$ cat config.mk
export PLATFORM = sky130hd
export DESIGN_NAME = fat_block_allocator_top
export DESIGN_NICKNAME = d
export VERILOG_FILES = /design/src/fba_pkg.sv /design/src/fba_dp.sv /design/src/fba_ctrl.sv /design/src/fat_block_allocator_top.sv
export VERILOG_INCLUDE_DIRS = /design/src /design/src/src
export SDC_FILE = /design/constraint.sdc
export NUM_CORES = 2
export LEC_CHECK = 0
export ABC_CLOCK_PERIOD_IN_PS = 22600
export BUFFER_PORTS_ARGS = -buffer_cell sky130_fd_sc_hd__buf_2
export CAP_MARGIN = 10
export CORE_MARGIN = 2
export CORE_UTILIZATION = 36
export DETAILED_ROUTE_END_ITERATION = 10
export GPL_TIMING_DRIVEN = 0
export PLACE_DENSITY = 0.48
export REMOVE_ABC_BUFFERS = 1
export SYNTH_ARGS = -nofsm -noshare
export SYNTH_HDL_FRONTEND = slang
export SYNTH_HIERARCHICAL = 1
export SYNTH_SLANG_ARGS = --single-unit
$ cat constraint.sdc
create_clock -name i_clk -period 22.6 [get_ports i_clk]
set_clock_uncertainty 0.05 [all_clocks]
set_input_delay 1.13 -clock i_clk [delete_from_list [all_inputs] [get_ports i_clk]]
set_output_delay 1.13 -clock i_clk [all_outputs]
set_load 0.02 [all_outputs]
$ cat src/fat_block_allocator_top_defines.svh
// assertion macros for the block allocator
`ifndef FAT_BLOCK_ALLOCATOR_TOP_DEFINES_SVH
`define FAT_BLOCK_ALLOCATOR_TOP_DEFINES_SVH

`ifndef NO_ASSERTIONS
// checked only while out of reset
`define FBA_ASSERT(lbl, prop, msg) \
    lbl: assert property (@(posedge i_clk) disable iff (!i_rst_n) prop) else $error(msg);
// checked at every edge, reset included
`define FBA_ASSERT_ALWAYS(lbl, prop, msg) \
    lbl: assert property (@(posedge i_clk) prop) else $error(msg);
`else
`define FBA_ASSERT(lbl, prop, msg)
`define FBA_ASSERT_ALWAYS(lbl, prop, msg)
`endif

`endif

$ cat src/fba_pkg.sv
`default_nettype none
package fba_pkg;

    // table geometry
    localparam int NUM_BLOCKS = 256;
    localparam int TABLE_SIZE = (NUM_BLOCKS < 256) ? NUM_BLOCKS : 256;
    localparam int IDX_W      = (TABLE_SIZE > 1) ? $clog2(TABLE_SIZE) : 1;
    localparam int CNT_W      = $clog2(TABLE_SIZE + 1);

    // field widths
    localparam int ACT_W   = 2;
    localparam int BLOCK_W = 8;
    localparam int VAL_W   = 9;
    localparam int ST_W    = 2;
    localparam int FREED_W = 9;

    // entry codes
    localparam logic signed [VAL_W-1:0] VAL_END  = -9'sd1;
    localparam logic signed [VAL_W-1:0] VAL_FREE = 9'sd0;

    typedef enum logic [ACT_W-1:0] {
        ACT_ALLOC = 2'd0,
        ACT_FREE  = 2'd1,
        ACT_READ  = 2'd2,
        ACT_WRITE = 2'd3
    } t_action;

    typedef enum logic [ST_W-1:0] {
        ST_OK    = 2'd0,
        ST_FULL  = 2'd1,
        ST_RANGE = 2'd2,
        ST_LOOP  = 2'd3
    } t_status;

    typedef enum logic [3:0] {
        S_CLEAR,
        S_IDLE,
        S_SCAN,
        S_FREE_CHK,
        S_FREE_WR,
        S_READ,
        S_READ_WAIT,
        S_WRITE,
        S_DONE
    } t_state;

    // controller to datapath
    typedef struct packed {
        logic    load;
        logic    clr;
        logic    scan;
        logic    alloc_hit;
        logic    alloc_full;
        logic    fr_read;
        logic    fr_clear;
        logic    rd_issue;
        logic    rd_take;
        logic    wr_do;
        logic    set_st;
        t_status st_code;
        logic    out_load;
    } t_dp_cmd;

    // datapath to controller
    typedef struct packed {
        logic clr_last;
        logic found;
        logic full;
        logic cur_end;
        logic cur_bad;
        logic loop_hit;
        logic blk_bad;
        logic out_free;
    } t_dp_sts;

endpackage
`default_nettype wire

$ cat src/fba_dp.sv
`default_nettype none
module fba_dp
    import fba_pkg::*;
(
    input  wire logic                      i_clk,
    input  wire logic                      i_rst_n,
    input  wire logic [BLOCK_W-1:0]        i_block,
    input  wire logic signed [VAL_W-1:0]   i_entry_value,
    input  wire logic                      i_ready,
    input  wire t_dp_cmd                   i_cmd,
    output t_dp_sts                        o_sts,
    output logic                           o_valid,
    output logic [ST_W-1:0]                o_status,
    output logic signed [VAL_W-1:0]        o_result_value,
    output logic [FREED_W-1:0]             o_freed_count
);

    // allocation table
    logic signed [VAL_W-1:0] mem [TABLE_SIZE];

    logic [BLOCK_W-1:0]      r_block;
    logic signed [VAL_W-1:0] r_wval;
    logic signed [VAL_W-1:0] r_cur;
    logic [CNT_W-1:0]        r_freed;
    logic [IDX_W:0]          r_idx;
    logic [IDX_W-1:0]        r_rd_idx;
    logic                    r_rd_vld;
    logic signed [VAL_W-1:0] r_rdata;
    t_status                 r_status;
    logic signed [VAL_W-1:0] r_result;
    logic                    r_o_valid;
    t_status                 r_o_status;
    logic signed [VAL_W-1:0] r_o_result;
    logic [CNT_W-1:0]        r_o_freed;

    logic                    we;
    logic [IDX_W-1:0]        waddr;
    logic signed [VAL_W-1:0] wdata;
    logic                    re;
    logic [IDX_W-1:0]        raddr;
    logic                    scan_issue;
    logic [IDX_W-1:0]        cur_idx;
    logic [IDX_W-1:0]        blk_idx;

    assign cur_idx    = r_cur[IDX_W-1:0];
    assign blk_idx    = r_block[IDX_W-1:0];
    assign scan_issue = i_cmd.scan && (r_idx < (IDX_W+1)'(TABLE_SIZE));

    // write port select
    always_comb begin
        we    = 1'b1;
        waddr = r_idx[IDX_W-1:0];
        wdata = VAL_FREE;
        if (i_cmd.clr) begin
            waddr = r_idx[IDX_W-1:0];
            wdata = VAL_FREE;
        end else if (i_cmd.alloc_hit) begin
            waddr = r_rd_idx;
            wdata = VAL_END;
        end else if (i_cmd.fr_clear) begin
            waddr = cur_idx;
            wdata = VAL_FREE;
        end else if (i_cmd.wr_do) begin
            waddr = blk_idx;
            wdata = r_wval;
        end else begin
            we = 1'b0;
        end
    end

    // read port select
    always_comb begin
        re    = 1'b1;
        raddr = r_idx[IDX_W-1:0];
        if (scan_issue) begin
            raddr = r_idx[IDX_W-1:0];
        end else if (i_cmd.fr_read) begin
            raddr = cur_idx;
        end else if (i_cmd.rd_issue) begin
            raddr = blk_idx;
        end else begin
            re = 1'b0;
        end
    end

    // table memory, registered read
    always_ff @(posedge i_clk) begin
        if (we) begin
            mem[waddr] <= wdata;
        end
        if (re) begin
            r_rdata <= mem[raddr];
        end
    end

    // item registers
    always_ff @(posedge i_clk) begin
        if (!i_rst_n) begin
            r_idx     <= '0;
            r_rd_vld  <= 1'b0;
            r_o_valid <= 1'b0;
        end else begin
            if (i_cmd.load) begin
                r_block  <= i_block;
                r_wval   <= i_entry_value;
                r_cur    <= $signed({1'b0, i_block});
                r_freed  <= '0;
                r_idx    <= '0;
                r_rd_vld <= 1'b0;
                r_status <= ST_OK;
                r_result <= VAL_FREE;
            end
            if (i_cmd.clr) begin
                r_idx <= r_idx + 1'b1;
            end
            if (i_cmd.scan) begin
                r_rd_vld <= scan_issue;
                r_rd_idx <= r_idx[IDX_W-1:0];
                if (scan_issue) begin
                    r_idx <= r_idx + 1'b1;
                end
            end
            if (i_cmd.alloc_hit) begin
                r_status <= ST_OK;
                r_result <= $signed({{(VAL_W-IDX_W){1'b0}}, r_rd_idx});
            end
            if (i_cmd.alloc_full) begin
                r_status <= ST_FULL;
                r_result <= VAL_END;
            end
            if (i_cmd.fr_clear) begin
                r_freed <= r_freed + 1'b1;
                r_cur   <= r_rdata;
            end
            if (i_cmd.rd_take) begin
                r_result <= r_rdata;
            end
            if (i_cmd.set_st) begin
                r_status <= i_cmd.st_code;
            end
            // output word register
            if (i_cmd.out_load) begin
                r_o_valid  <= 1'b1;
                r_o_status <= r_status;
                r_o_result <= r_result;
                r_o_freed  <= r_freed;
            end else if (i_ready) begin
                r_o_valid <= 1'b0;
            end
        end
    end

    // status to the controller
    always_comb begin
        o_sts.clr_last = (r_idx[IDX_W-1:0] == IDX_W'(TABLE_SIZE - 1));
        o_sts.found    = r_rd_vld && (r_rdata == VAL_FREE);
        o_sts.full     = r_rd_vld && (r_rdata != VAL_FREE)
                         && (r_rd_idx == IDX_W'(TABLE_SIZE - 1));
        o_sts.cur_end  = (r_cur == VAL_END);
        o_sts.cur_bad  = r_cur[VAL_W-1] || ($unsigned(r_cur) >= VAL_W'(TABLE_SIZE));
        o_sts.loop_hit = (r_freed >= CNT_W'(TABLE_SIZE));
        o_sts.blk_bad  = ({1'b0, r_block} >= (BLOCK_W+1)'(TABLE_SIZE));
        o_sts.out_free = !r_o_valid || i_ready;
    end

    assign o_valid        = r_o_valid;
    assign o_status       = r_o_status;
    assign o_result_value = r_o_result;
    assign o_freed_count  = FREED_W'(r_o_freed);

endmodule
`default_nettype wire

$ cat src/fba_ctrl.sv
`default_nettype none
module fba_ctrl
    import fba_pkg::*;
(
    input  wire logic              i_clk,
    input  wire logic              i_rst_n,
    input  wire logic              i_valid,
    input  wire logic [ACT_W-1:0]  i_action,
    input  wire t_dp_sts           i_sts,
    output logic                   o_ready,
    output t_dp_cmd                o_cmd
);

    t_state r_state;
    t_state n_state;

    // state register, clearing pass after reset
    always_ff @(posedge i_clk) begin
        if (!i_rst_n) begin
            r_state <= S_CLEAR;
        end else begin
            r_state <= n_state;
        end
    end

    // next state and commands
    always_comb begin
        n_state       = r_state;
        o_cmd         = '0;
        o_cmd.st_code = ST_OK;
        o_ready       = 1'b0;
        case (r_state)
            S_CLEAR: begin
                o_cmd.clr = 1'b1;
                if (i_sts.clr_last) begin
                    n_state = S_IDLE;
                end
            end
            S_IDLE: begin
                o_ready = 1'b1;
                if (i_valid) begin
                    o_cmd.load = 1'b1;
                    case (t_action'(i_action))
                        ACT_ALLOC: n_state = S_SCAN;
                        ACT_FREE:  n_state = S_FREE_CHK;
                        ACT_READ:  n_state = S_READ;
                        ACT_WRITE: n_state = S_WRITE;
                        default:   n_state = S_IDLE;
                    endcase
                end
            end
            // first-fit scan, one entry read per cycle
            S_SCAN: begin
                if (i_sts.found) begin
                    o_cmd.alloc_hit = 1'b1;
                    n_state = S_DONE;
                end else if (i_sts.full) begin
                    o_cmd.alloc_full = 1'b1;
                    n_state = S_DONE;
                end else begin
                    o_cmd.scan = 1'b1;
                end
            end
            // chain walk: check pointer, then read and clear
            S_FREE_CHK: begin
                if (i_sts.cur_end) begin
                    n_state = S_DONE;
                end else if (i_sts.cur_bad) begin
                    o_cmd.set_st  = 1'b1;
                    o_cmd.st_code = ST_RANGE;
                    n_state = S_DONE;
                end else if (i_sts.loop_hit) begin
                    o_cmd.set_st  = 1'b1;
                    o_cmd.st_code = ST_LOOP;
                    n_state = S_DONE;
                end else begin
                    o_cmd.fr_read = 1'b1;
                    n_state = S_FREE_WR;
                end
            end
            S_FREE_WR: begin
                o_cmd.fr_clear = 1'b1;
                n_state = S_FREE_CHK;
            end
            S_READ: begin
                if (i_sts.blk_bad) begin
                    o_cmd.set_st  = 1'b1;
                    o_cmd.st_code = ST_RANGE;
                    n_state = S_DONE;
                end else begin
                    o_cmd.rd_issue = 1'b1;
                    n_state = S_READ_WAIT;
                end
            end
            S_READ_WAIT: begin
                o_cmd.rd_take = 1'b1;
                n_state = S_DONE;
            end
            S_WRITE: begin
                if (i_sts.blk_bad) begin
                    o_cmd.set_st  = 1'b1;
                    o_cmd.st_code = ST_RANGE;
                end else begin
                    o_cmd.wr_do = 1'b1;
                end
                n_state = S_DONE;
            end
            // hand the word to the output register once it is free
            S_DONE: begin
                if (i_sts.out_free) begin
                    o_cmd.out_load = 1'b1;
                    n_state = S_IDLE;
                end
            end
            default: begin
                n_state = S_IDLE;
            end
        endcase
    end

endmodule
`default_nettype wire

$ cat src/fat_block_allocator_top.sv
// allocate: first-fit scan reading one entry per cycle, up to the whole table; free: chain
// walk that reads then clears each entry in turn; read and write access the entry at i_block;
// one item is in work at a time, the next is taken while the previous word waits in the
// output register
// reset: synchronous active low, then a pass clearing all TABLE_SIZE (256) entries, o_ready low
`default_nettype none
`include "fat_block_allocator_top_defines.svh"
module fat_block_allocator_top
    import fba_pkg::*;
(
    input  wire logic                     i_clk,
    input  wire logic                     i_rst_n,
    input  wire logic                     i_valid,
    output logic                          o_ready,
    input  wire logic [ACT_W-1:0]         i_action,
    input  wire logic [BLOCK_W-1:0]       i_block,
    input  wire logic signed [VAL_W-1:0]  i_entry_value,
    output logic                          o_valid,
    input  wire logic                     i_ready,
    output logic [ST_W-1:0]               o_status,
    output logic signed [VAL_W-1:0]       o_result_value,
    output logic [FREED_W-1:0]            o_freed_count
);

    t_dp_cmd cmd;
    t_dp_sts sts;

    // sequencer
    fba_ctrl u_ctrl (
        .i_clk    (i_clk),
        .i_rst_n  (i_rst_n),
        .i_valid  (i_valid),
        .i_action (i_action),
        .i_sts    (sts),
        .o_ready  (o_ready),
        .o_cmd    (cmd)
    );

    // table and item datapath
    fba_dp u_dp (
        .i_clk          (i_clk),
        .i_rst_n        (i_rst_n),
        .i_block        (i_block),
        .i_entry_value  (i_entry_value),
        .i_ready        (i_ready),
        .i_cmd          (cmd),
        .o_sts          (sts),
        .o_valid        (o_valid),
        .o_status       (o_status),
        .o_result_value (o_result_value),
        .o_freed_count  (o_freed_count)
    );

    // result word consistency
    `FBA_ASSERT(a_full_gives_end, (o_valid && o_status == ST_FULL) |-> (o_result_value == VAL_END), "full table must return end mark")
    `FBA_ASSERT(a_loop_count, (o_valid && o_status == ST_LOOP) |-> (o_freed_count == FREED_W'(TABLE_SIZE)), "loop stop must report a full count")
    `FBA_ASSERT(a_freed_bound, o_valid |-> (o_freed_count <= FREED_W'(TABLE_SIZE)), "freed count above table size")
    `FBA_ASSERT_ALWAYS(a_no_ready_in_reset, !i_rst_n |=> !o_ready, "input taken during clearing pass")

endmodule
`default_nettype wire
Word level (Yosys, flattened, before mapping)
Memory sizes are Yosys's and may differ from the RTL's. A register that Yosys moved wholly into a read port is not among the register bits.
Index checks and enable logic that the tools add are counted.
{"block": "word_totals", "reg_bits": 89, "word_cells": 135, "latchBits": 0, "mem_bits_rw": 2304, "inputBits": 23, "rom_bits": 0, "mem_count": 1}
{"name": "u_dp.mem", "depth": 256, "width": 9, "rd": 1, "rd_clocked_by_memory_dff": 1, "wr": 1, "line_no": "fba_dp.sv:19", "source": "logic signed [VAL_W-1:0] mem [TABLE_SIZE];"}
{"block": "classes", "bitwise_logic": 0, "muxes": 73, "div": 0, "add_sub_neg": 2, "n_mul": 0, "eq_ne": 18, "reduce_logical": 24, "order_cmp": 3, "shifts": 0}
{"cell": "$mux W9", "n": 15}
{"cell": "$mux W8", "n": 7}
{"cell": "$mux W1", "n": 32}
{"cell": "$mux W4", "n": 8}
{"cell": "$pmux W4 S8", "n": 1}
{"cell": "$add A9 B1 Y9 const B", "n": 2}
{"cell": "$ge A9 B9 Y1 const B", "n": 2}
{"cell": "$eq A4 B3 Y1 const B", "n": 4}
{"cell": "$eq A8 B8 Y1 const B", "n": 2}
{"cell": "$pmux W4 S4", "n": 1}
{"cell": "$mux W3", "n": 5}
{"cell": "$reduce_and A2 Y1", "n": 6}
{"cell": "$eq A9 B1 Y1 const B", "n": 1}
{"cell": "$logic_not A9 Y1", "n": 1}
{"cell": "$lt A9 B9 Y1 const B", "n": 1}
{"cell": "$reduce_bool A9 Y1", "n": 1}
{"cell": "$eq A4 B2 Y1 const B", "n": 2}
{"cell": "$mux W2", "n": 4}
{"cell": "$reduce_bool A4 Y1", "n": 2}
{"cell": "$ne A2 B2 Y1 const B", "n": 3}
{"cell": "$reduce_bool A2 Y1", "n": 3}
{"cell": "$eq A2 B2 Y1 const B", "n": 2}
{"cell": "$eq A4 B1 Y1 const B", "n": 1}
{"cell": "$eq A4 B4 Y1 const B", "n": 1}
{"cell": "other kinds (9)", "n": 13}

Logic depth before layout (Yosys ltp)
{"block": "depth", "word_depth": 10, "depth_mapped": 19}

Cells and area by module
Netlist, hierarchy kept.
{"module": "fba_dp", "cells_each": 6812, "seq_area_each_um2": 71899.0, "n_inst": 1, "area_each_um2": 94967.3}
{"module": "fba_ctrl", "cells_each": 62, "seq_area_each_um2": 80.1, "n_inst": 1, "area_each_um2": 435.4}

Worst setup path before layout
No wires, ideal clock.
{"block": "synth_timing", "path_type": "flip-flop to flip-flop", "startpoint": "register u_dp.r_rdata[2], read port of u_dp.mem", "endpoint": "memory u_dp.mem[0][0], data pin", "path_stages_with_launch": 12, "path_buffers": 3, "setup_slack_ns": 12.951, "t_required_ns": 21.161, "t_arrival_ns": 8.210, "synth_period_minus_slack_ns": 9.649, "setup_time_ns": 1.389, "cell_sequence": "edfxtp_1 -> nor4_1 -> nand2_1 -> nor4_1 -> and2_1 -> inv_1 -> nor2_1 -> buf_2 -> buf_1 -> buf_1 -> a21oi_1 -> nor2_1"}
{"item": "start, declared", "line_no": "fba_dp.sv:28", "source": "logic signed [VAL_W-1:0] r_rdata;"}
{"item": "end, declared", "line_no": "fba_dp.sv:19"}

==> out/qor.txt <==
Synth cell types: 63
Startpoint Class: register
Logic gate share of total power: 0.075
Maximum vdd drop: 90.1 uV
H-tree depth: 5
# setup viols final: 0
Seq/Total Area, Yosys: 0.754
Total power: 9.67 mW
Hold_buf cts: 0
Critical path peak fanout: 138
WL final: 276000 um
Clock transition at the registers of the reported paths: 0.06 ns
Antenna violations before repair: 15
Site Rows: 188
Dpl cells: 10100
Post-synth EDFFs: 2387
Flops & latches, synth: 2402
Main synth FF type: edfxtp_1
Ratio of cells with drive above 1 in the final layout: 0.0898
Final hold violation count: 0
GRT overflow: 0
Root buffer cell: clkbuf_16
Core area: 0.263 mm^2
Die area: 0.269 mm^2
Die W: 519 um
Tot GR Track Use: 0.198
I/O pin count: 45
Peak Freq: 0.144 GHz
Max Cap Viol: 0
Number of global-route vias before repair: 55200
Routed WL per cell: 26.1 um
Commonest non-fill, non-tap cells in the layout: edfxtp_1, nand2_1, a21oi_1, a32oi_1, clkbuf_16
Unrepaired setup endpoints after global routing: no
PnR worst setup slack: 15.67 ns
CTS tree: built
Switch share: 0.226
Post-CTS Resized: 0
Post-CTS setup buffer count: 0
Placed Area: 0.102 mm^2
Worst-Skew Late Latency: 0.92 ns
Required @ worst endpoint: 23.11 ns
I/O Buffers: 44
Post-route DRC: 0
Layout area overhead: 15.2%
HPWL Detailed: 170000 um
Final instance area: 0.110 mm^2
Final Util: 0.418
Tightest Pin Transition: 1.43 ns
Gpl congestion: 0.815
P_sw: 2.19 mW
Nets@finish: 6889
First-pass GRT wire length: 395000 um
Tcrit/Tclk final: 0.307
Post-Place Worst Slack: 15.78 ns
Final ANT Viol Nets: 0
Via density: 5.57
# clock sinks: 2402
Crit path arrival time: 7.44 ns
Tmin final: 6.93 ns
CP Capture Type: register
Non-Filler Instances: 10600
Avg Cell Area, Syn: 13.9 um^2
Hold Crit Class: input port to register
Clock Tree Buf Depth: 4
Synthesized cell area: 0.0954 mm^2
CTS buffer count: 275
Max-slew violations: 0
Asr flop ratio synth: 0
Pwr Density: 88.0 mW/mm^2
Largest net degree at the start of global routing: 143
WS Path Type: register to register
Worst slew margin: 0.0358
Pleak: 34.4 nW
Clock power frac: 0.425
Iteration count of the initial detailed-routing pass: 6
Die Ht: 519 um
Status: complete, no violations
Starting DRT DRC Count: 5684
Starting Density: 0.363
Commonest non-fill, non-tap cell in the layout: edfxtp_1
Flop pwr share: 0.500
Via Count: 58900
Power Internal: 7.48 mW
Post-Synthesis Cells: 6874
Total number of yosys warnings: 6
Yosys cell counts (3+ instances only):
cell | instances | area share
clkinv_1 | 3 | 0.00012
nand4_1 | 18 | 0.0012
a221oi_1 | 40 | 0.0037
buf_6 | 25 | 0.0030
nand3b_1 | 6 | 0.00047
a211oi_1 | 73 | 0.0057
a32oi_1 | 504 | 0.046
o31ai_1 | 9 | 0.00071
inv_1 | 11 | 0.00043
a21oi_1 | 738 | 0.039
ha_1 | 3 | 0.00039
mux2_2 | 10 | 0.0012
o21a_1 | 5 | 0.00039
a22oi_1 | 255 | 0.020
nor4_1 | 14 | 0.00092
nor3_1 | 25 | 0.0013
nor3b_1 | 6 | 0.00047
nand3_1 | 25 | 0.0013
nand2b_1 | 21 | 0.0014
a31oi_1 | 5 | 0.00033
nor2_1 | 295 | 0.012
xnor2_1 | 3 | 0.00028
and2_1 | 18 | 0.0012
a21o_1 | 3 | 0.00024
o221a_2 | 3 | 0.00035
and3_1 | 44 | 0.0029
buf_1 | 59 | 0.0023
buf_2 | 191 | 0.010
mux2i_1 | 38 | 0.0040
nor2b_1 | 19 | 0.0012
a21boi_0 | 7 | 0.00055
clkbuf_1 | 243 | 0.0096
o32ai_1 | 9 | 0.00083
nor2_2 | 4 | 0.00026
buf_4 | 6 | 0.00047
a21oi_2 | 5 | 0.00046
o21ai_0 | 25 | 0.0013
edfxtp_1 | 2387 | 0.75
o41ai_1 | 28 | 0.0026
nand2_1 | 1642 | 0.065
or3_1 | 8 | 0.00052
dfxtp_1 | 15 | 0.0031
cell families after synthesis:
logic type               share of synthesized area
adder cells (fa/ha/maj)                   0.000393
XOR/XNOR                                  0.000367
buffers and inverters                       0.0259
flip-flops                                   0.754
AND/OR/NAND/NOR                             0.0903
other                                    0.0000393
AO/OA/AOI/OAI                                0.123
multiplexers                               0.00517
registers in the layout, summed over array words and instances (netlist names), 2 cells and up:
| signal | cells |
|---|---|
| u_ctrl/r_state | 4 |
| u_dp/blk_idx | 8 |
| u_dp/mem | 2304 |
| u_dp/o_freed_count | 9 |
| u_dp/o_result_value | 9 |
| u_dp/o_status | 2 |
| u_dp/r_cur | 9 |
| u_dp/r_freed | 9 |
| u_dp/r_idx | 9 |
| u_dp/r_rd_idx | 8 |
| u_dp/r_rdata | 9 |
| u_dp/r_result | 9 |
| u_dp/r_status | 2 |
| u_dp/r_wval | 9 |
power by group through the flow:
stage               combinational (mW)  sequential, mW  clock, mW
finish                           0.722            4.83       4.11
global route                     0.793            4.83       4.37
CTS                              0.724            4.83       4.21
detailed placement               0.722            4.93          0
global placement                  1.63            4.93          0
floorplan                        0.987            4.93          0
final cells by class:
type | count | area, um^2
Clock buffer | 378 | 7530
Multi-Input combinational cell | 3933 | 21200
Clock inverter | 84 | 598
Timing Repair Buffer | 237 | 4090
Sequential cell | 2402 | 72000
Fill cell | 24100 | 153000
Antenna cell | 10 | 25.0
Inverter | 14 | 52.6
Tap cell | 3515 | 4400
metal layers:
layer | wire length, um | GRT usage | up-vias
met5 | 12 | 0 | -
met4 | 7300 | 0.0560 | 2
met3 | 15700 | 0.0269 | 378
met2 | 131000 | 0.320 | 1833
met1 | 122000 | 0.280 | 30300
li1 | - | - | 26300
final timing paths:
path                              start                                to  depth (start not counted)  slack, ns
min                    i_entry_value[3]          u_dp/r_wval[3]$_DFFE_PP_                          1       0.33
max reg2reg   u_dp/r_rdata[2]$_DFFE_PP_         u_dp/r_rdata[1]$_DFFE_PP_                         18      15.67
max           u_dp/r_rdata[2]$_DFFE_PP_         u_dp/r_rdata[1]$_DFFE_PP_                         18      15.67
min reg2reg  u_dp/r_result[8]$_DFFE_PP_  u_dp/o_result_value[8]$_DFFE_PP_                          0       0.38
critical path: stages (launching register included):
cell and delay (ns):
edfxtp_1 0.44, nor4_1 0.31, nand2_1 0.11, nor4_1 0.28, nor4_1 0.15, or3_1 0.39
inv_1 0.14, nand2b_2 0.23, o211ai_1 0.37, nand2_8 0.48, buf_16 0.42, buf_16 0.35
buf_16 0.33, nand2_1 0.16, a32oi_1 0.13, a22oi_1 0.39, a21oi_1 0.19, o41ai_1 1.26
nand4_1 0.16
through the flow:
| stage | hold slack, ns | setup TNS (ns) |
|---|---|---|
| 5_1_grt | 0.280 | 0 |
| 3_5_place_dp | 0.365 | 0 |
| 6_report | 0.330 | 0 |
| 2_1_floorplan | 0.350 | -10.57 |
| 4_1_cts | 0.262 | 0 |
| 3_3_place_gp | 0.363 | -9265.44 |
No activity file was read; power rests on OpenSTA's default activity.
